$ cat src/hdl/pllm_ram.sv
// Generic single-port-write, single-read RAM with registered read data.
// No dependencies.
`default_nettype none
module pllm_ram #(
   parameter int Width = 8,
   parameter int Depth = 16
) (
   input  wire logic                     clock,
   input  wire logic                     wr_en,
   input  wire logic [$clog2(Depth)-1:0] wr_addr,
   input  wire logic [Width-1:0]         wr_data,
   input  wire logic [$clog2(Depth)-1:0] rd_addr,
   output logic      [Width-1:0]         rd_data
);
   logic [Width-1:0] mem [Depth];

   always_ff @(posedge clock) begin
      if (wr_en) begin
         mem[wr_addr] <= wr_data;
      end
      rd_data <= mem[rd_addr];
   end
endmodule
`default_nettype wire

$ cat config.mk
export PLATFORM = sky130hd
export DESIGN_NAME = pllm_ram
export DESIGN_NICKNAME = d
export VERILOG_FILES = /design/src/hdl/pllm_ram.sv
export SDC_FILE = /design/constraint.sdc
export NUM_CORES = 1
export LEC_CHECK = 0
export ABC_AREA = 1
export BUFFER_PORTS_ARGS = -buffer_cell sky130_fd_sc_hd__buf_2
export CORE_UTILIZATION = 28
export DETAILED_ROUTE_END_ITERATION = 12
export PLACE_DENSITY = 0.52
export SLEW_MARGIN = 25
export SYNTH_ARGS = -nofsm -noshare
export SYNTH_HDL_FRONTEND = slang
export SYNTH_SLANG_ARGS = --single-unit
$ cat constraint.sdc
create_clock -name clock -period 2.8 [get_ports clock]
set_clock_uncertainty 0.1 [all_clocks]
set_input_delay 0.42 -clock clock [delete_from_list [all_inputs] [get_ports clock]]
set_output_delay 0.42 -clock clock [all_outputs]
set_load 0.02 [all_outputs]
# Word-level counts from Yosys, hierarchy flattened
# Memories as Yosys holds them, arrays and structs flattened. A register that Yosys moved wholly into a read port is not among the register bits.
# Index checks and enable logic that the tools add are counted.
word_totals:
  ram_bits: 128
  memories: 1
  input_bits: 18
  regBits: 0
  output_inout_bits: 8
  word_cells: 3
memory_table:
  columns: ["memory", "words", "word_bits", "read_ports", "rd_ports_with_merged_regs", "write_ports", "line", "rtl"]
  rows:
  - ["mem", 16, 8, 1, 1, 1, "15", "logic [Width-1:0] mem [Depth];"]
classes:
  mux: 2
op_table:
  columns: ["cell", "count"]
  rows:
  - ["1-bit 2-to-1 mux", 2]

# Longest topological paths before layout
# Gate-level depths: netlist (run 1).
depth:
  word_depth: 2
  depth_mapped: 8
  ltp_nobuf: 7

# Worst setup path after synthesis (run 1)
# No wires, ideal clock.
synth_path:
  kind: "input port to flip-flop"
  from: "input port wr_addr[2]"
  to: "memory mem[10][0] (enable)"
  slack_ps: 1329
  stages: 2
  setup_ps: 370
  t_required_ps: 2330
  path_buffers: 0
  t_arrival_ps: 1001
  cell_sequence: "nand3b_1 nor2_1"
synth_rtl:
  columns: ["item", "line", "rtl"]
  rows:
  - ["from (decl)", "10", "input wire logic [$clog2(Depth)-1:0] wr_addr,"]
  - ["to (decl)", "15", null]
# Straight into the memory's write port.

# Worst setup path in the final report (run 1)
layout_path:
  from: "input port wr_en"
  to: "memory mem[15][0] (enable)"
layout_via:
  elab_chain_cells: 2
layout_lines:
  columns: ["item", "line", "rtl"]
  rows:
  - ["from (decl)", "9", "input wire logic wr_en,"]
  - ["1-bit 2-to-1 mux", "18", "if (wr_en) begin"]
  - ["1-bit 2-to-1 mux (implied by the code)", "19", "mem[wr_addr] <= wr_data;"]
# Every way passes these cells.

==> results.py, run 1 <==
metrics = {
    "run_status": {
        "status": "finished clean",
    },
    "synth": {
        "syn_nets": 569,
        "yosys.area.top_type_share": 0.667,
        "ys_seq_area_frac": 0.694,
        "yosysMostFrequentCell": "nand2_1",
        "syn_area_um2": 5770,
        "synth_flop_cell": "edfxtp_1",
        "yosys.area.top_type": "edfxtp_1",
        "synth_edf_count": 128,
        "synth-seq-cells": 136,
        "synth_xor_area_frac": 0,
        "yosysWarnings": 0,
        "synth_top_family_by_area": "simple AND/OR/NAND/NOR gates",
        "yosys.area_share.simple": 0.210,
        "ys_top_cells_by_count": "173 x nand2_1, 128 x edfxtp_1, 100 x inv_1",
        "synthMuxAreaShare": 0,
        "synthAdderAreaFrac": 0,
        "synth_compound_area_frac": 0,
        "synthCells": 551,
        "async_flop_share": 0,
        "ys_top_cells_by_area": "edfxtp_1 67%, nand2_1 11%, nand3_1 8.4%",
        "avgSynthCellArea_um2": 10.5,
        "synth.distinct_cells": 12,
    },
    "worst_setup_path": {
        "critical_path_required_ns": 2.73,
        "critPathKind": "in -> reg",
        "cp_top_family": "simple AND/OR/NAND/NOR gates",
        "worst_setup_path_end_kind": "register",
        "critPathLaunchType": "input port",
        "cp.arrival_ns": 1.40,
        "worstPathMaxFanout": 8,
        "critical_path_buf_inv_count": 1,
        "worst_path_largest_cell_delay_ns": 0.72,
        "slowest_stage": "nor2_1",
        "crit_chain": "buf_2 > nand3_1 > nor2_1",
    },
    "layout": {
        "num_antenna_cells": 0,
        "fill_cells": 2007,
        "nNetsFinal": 598,
        "areaGrowthSynthToFinish_pct": 17.6,
        "drive_above_1_share": 0.103,
        "finalNonFillerCells": 862,
    },
    "sta": {
        "max_freq_mhz": 684,
        "totalNegativeSetupSlack_ns": 0,
        "hold-worst-slack_ns": 0.300,
        "maxSlewHeadroom": 0.394,
        "hold_viol_final": 0,
        "setup_viol": 0,
        "tightest_slew_ns": 0.906,
        "drv_slew": 0,
        "rsz0062_at_grt": "false",
        "period_minus_slack_ns": 1.46,
        "finalCritPeriodShare": 0.522,
        "worst_slack_ns": 1.34,
    },
    "clocking": {
        "post_cts_resized": 0,
        "clock-sinks": 136,
        "cts_tree": "done",
        "htree_levels": 4,
        "postCtsHoldBufs": 0,
        "cts_root_buffer": "clkbuf_16",
        "cts_setup_buffers": 0,
        "cts_max_path_buffers": 2,
        "clkSlewWorstSetupHoldPaths_ns": 0.05,
        "clk_latency_ns": 0.41,
        "cts_buffers": 17,
    },
    "routing": {
        "drc": 0,
        "ant_nets": 0,
        "avgViaCountPerCell": 4.35,
        "via_count": 3751,
        "post_drt_wl_per_cell_um": 15.5,
        "drt_iter0_markers": 352,
        "first_pass_iters": 5,
        "routed_wl_um": 13300,
    },
    "grt": {
        "grt.total_usage": 0.132,
        "grt_max_degree": 53,
        "grt_pass1_vias": 3579,
        "grt_pass1_wl_um": 20500,
        "antenna_found_initial": 0,
        "overflow": 0,
    },
    "power": {
        "peakVddDrop_v": 0.000413,
        "power.density_nw_per_um2": 741,
        "finalPower_w": 0.00502,
        "p_leak_nw": 2.87,
    },
    "placement": {
        "place.gp.congestion": 0.737,
        "dp_slack_ns": 0.910,
        "dp_cells": 831,
        "io_buffers": 25,
        "hpwlAfterDp_um": 8230,
    },
    "die": {
        "floorplan.die_area_um2": 21200,
        "core_area_um2": 20200,
        "io_pins": 26,
        "die_w_um": 146,
        "fp-row-count": 52,
        "initial_utilization": 0.285,
        "die_h_um": 146,
    },
    "flow_run": {
        "maxCapViolCount": 0,
    },
    "worst_hold_path": {
        "min_path_type": "in -> reg",
    },
}
report_power, final:
group | internal, W | switching [W] | total (W)
clock | 0.00166 | 0.000791 | 0.00245
sequential | 0.00228 | 0.0000118 | 0.00229
combinational | 0.0000768 | 0.000211 | 0.000288
cells in the final DEF, fill, tap and decap left out:
master / count
nand3_1: 97
buf_2: 25
nand3b_1: 2
inv_2: 2
clkinv_2: 1
clkinv_1: 2
clkinvlp_4: 1
bufinv_16: 6
buf_4: 8
clkbuf_16: 17
inv_1: 100
dfxtp_1: 8
nand2_1: 173
nor2_1: 17
clkbuf_1: 4
buf_12: 1
edfxtp_1: 128
worst paths after layout:
kind / startpoint / endpoint / slack (ns) / depth (start not counted)
worst min register to register: mem[6][2] / rd_data[2] / 0.56 / 6
worst min-delay path: rd_addr[3] / rd_data[5] / 0.30 / 3
worst max register to register: mem[8][3] / rd_data[3] / 1.58 / 6
worst max-delay path: wr_en / mem[15][0] / 1.34 / 3
area by class of cell:
class | count | area, um2 | area share
inverters | 102 | 383 | 0.0564
clock inverters | 10 | 200 | 0.0295
clock buffers | 21 | 440 | 0.0649
flip-flops and latches | 136 | 4000 | 0.590
multi-input cells | 289 | 1210 | 0.179
repair buffers | 34 | 205 | 0.0302
well taps | 270 | 338 | 0.0498
stage by stage:
step                 util  cell area [um2]
finish              0.335             6780
global route        0.335             6780
CTS                 0.335             6780
detailed placement  0.304             6140
global placement    0.304             6140
floorplan               -             5770
cell families after synthesis:
family,after synthesis
DFF,136
and+or+nand+nor,289
buffers and inverters,126
state kept, by name, indices dropped and copies added, names as in the netlist:
| signal | count |
|---|---|
| mem | 128 |
| rd_data | 8 |
tightest hold or removal path, delay by kind of cell:
kind / cells / cell delay (ns)
AND/OR/NAND/NOR: 2 / 0.16
buffers and inverters: 1 / 0.17
metal layers:
layer / wire [um] / global-route usage
met2: 6300 / 0.203
met1: 6330 / 0.178
met5: 0 / 0
met3: 501 / 0.0307
met4: 210 / 0.0532
No activity file was read; power rests on OpenSTA's default activity.
==> run 2, diff against run 1 <==
- clock period: 2.8 -> 1.5 ns (I/O delays scaled with it)
==> run 2 against run 1 <==
Against the previous run:
- clock-buffer cell count shrank 2
- cell area is 1.4% higher
- global-route usage is 0.39 points higher
- setup slack got worse by 1.1 ns
- cell count increased by 2.0%
- highest routed layer unchanged
- clock power is 64% higher
- first-iteration DRC count down 5.1%
- sequential cell count stayed put
- largest power group is now sequential cells
==> results.py, run 2 (same netlist as run 1, synthesis figures left out) <==
metrics = {
    "routing": {
        "wl_met2_um": 6340,
        "via_count": 3814,
        "drt_iter0_markers": 334,
        "dr.max_layer_used": "met4",
        "first_pass_iters": 5,
        "m1WireLength_um": 6550,
        "routed_wl_um": 13700,
        "post_drt_wl_per_cell_um": 15.5,
        "ant_nets": 0,
        "avgViaCountPerCell": 4.34,
        "routed-wl-met3_um": 516,
        "drc": 0,
    },
    "clocking": {
        "post_cts_resized": 0,
        "cts_tree": "done",
        "clkSlewWorstSetupHoldPaths_ns": 0.06,
        "cts_setup_buffers": 0,
        "cts_max_path_buffers": 2,
        "clk_latency_ns": 0.41,
        "postCtsHoldBufs": 0,
        "clock-sinks": 136,
        "cts_root_buffer": "clkbuf_16",
        "htree_levels": 4,
        "cts_buffers": 17,
    },
    "layout": {
        "drive_above_1_share": 0.125,
        "num_antenna_cells": 0,
        "mostFrequentLayoutCell": "nand2_1",
        "finalNonFillerCells": 879,
        "regMostFlops": "mem",
        "nNetsFinal": 614,
        "fill_cells": 2030,
        "reg_top3": "mem (128), rd_data (8)",
        "largest_reg_flops": 128,
        "areaGrowthSynthToFinish_pct": 19.3,
        "mostFrequentLayoutCells": "173 x nand2_1, 128 x edfxtp_1, 100 x inv_1",
    },
    "die": {
        "fp-row-count": 52,
        "initial_utilization": 0.285,
        "die_w_um": 146,
        "io_pins": 26,
        "die_h_um": 146,
        "core_area_um2": 20200,
        "floorplan.die_area_um2": 21200,
    },
    "sta": {
        "drv_slew": 0,
        "hold_viol_final": 0,
        "rsz0062_at_grt": "false",
        "finalCritPeriodShare": 0.853,
        "setup_viol": 0,
        "tightest_slew_ns": 0.430,
        "max_freq_mhz": 782,
        "maxSlewHeadroom": 0.713,
        "hold-worst-slack_ns": 0.101,
        "totalNegativeSetupSlack_ns": 0,
        "period_minus_slack_ns": 1.28,
    },
    "placement": {
        "place.gp.congestion": 0.740,
        "hpwlAfterDp_um": 8490,
        "dp_cells": 847,
        "io_buffers": 25,
    },
    "worst_setup_path": {
        "worst_setup_path_end_kind": "output pin",
        "cp_num_cells": 1,
        "slowest_stage": "dfxtp_1",
        "crit_chain": "buf_2",
        "cp.arrival_ns": 0.95,
        "critical_path_buf_inv_count": 1,
        "worst_path_largest_cell_delay_ns": 0.37,
        "reg2reg_depth": 6,
        "critPathLaunchType": "register",
        "critPathKind": "reg -> out",
        "critical_path_required_ns": 1.17,
        "worstPathMaxFanout": 1,
        "r2r_setup_slack_ns": 0.35,
        "cp_top_family": "flip-flops",
    },
    "grt": {
        "grt_pass1_vias": 3685,
        "antenna_found_initial": 0,
        "overflow": 0,
        "grt_pass1_wl_um": 21300,
        "grt.total_usage": 0.135,
        "grt_max_degree": 65,
    },
    "flow_run": {
        "maxCapViolCount": 0,
    },
    "power": {
        "peakVddDrop_v": 0.000709,
        "p_leak_nw": 2.94,
        "power.density_nw_per_um2": 1290,
    },
    "worst_hold_path": {
        "min_path_type": "in -> reg",
        "whs_path_depth": 3,
    },
    "run_status": {
        "status": "finished clean",
    },
}
[run 2: cell count changes in the layout (fill, tap and decap cells not counted), sizes merged]
cell / previous run / this run
buf: 34 / 50
bufinv: 6 / 3
clkbuf: 21 / 19
clkinv: 3 / 9
[run 2: final cells by class]
type	instances	area, um2	share of cell area
multi-input combinational	289	1210	0.176
sequential	136	4000	0.582
timing repair buffer	50	375	0.0545
clock inverter	13	135	0.0196
clock buffer	19	433	0.0629
inverter	102	383	0.0556
tap	270	338	0.0491
[run 2: worst paths after layout]
| kind | startpoint | end |
|---|---|---|
| max | rd_data[2] | rd_data[2] |
| min | rd_addr[3] | rd_data[4] |
| max reg2reg | mem[13][3] | rd_data[3] |
| min reg2reg | mem[12][1] | rd_data[1] |
[run 2: where the power goes]
group | total [W] | switching, W | internal (W)
clock | 0.00403 | 0.00146 | 0.00257
combinational | 0.000571 | 0.000398 | 0.000173
sequential | 0.00428 | 0.0000293 | 0.00425
[run 2: routing by layer]
metal	vias to the layer above	GRT usage
met5	-	0
met4	0	0.0553
met3	17	0.0273
met2	93	0.212
met1	1844	0.183
li1	1860	-
[run 2: stage by stage]
step | instance area, um2 | worst slack [ns] | utilization | power (W)
4_1_cts | 6880 | 0.177 | 0.340 | 0.00894
5_1_grt | 6880 | 0.169 | 0.340 | 0.00916
3_3_place_gp | 6310 | 0.0586 | 0.312 | 0.00493
2_1_floorplan | 5770 | 0.224 | - | 0.00468
6_report | 6880 | 0.221 | 0.340 | 0.00888
3_5_place_dp | 6310 | 0.0529 | 0.312 | 0.00494
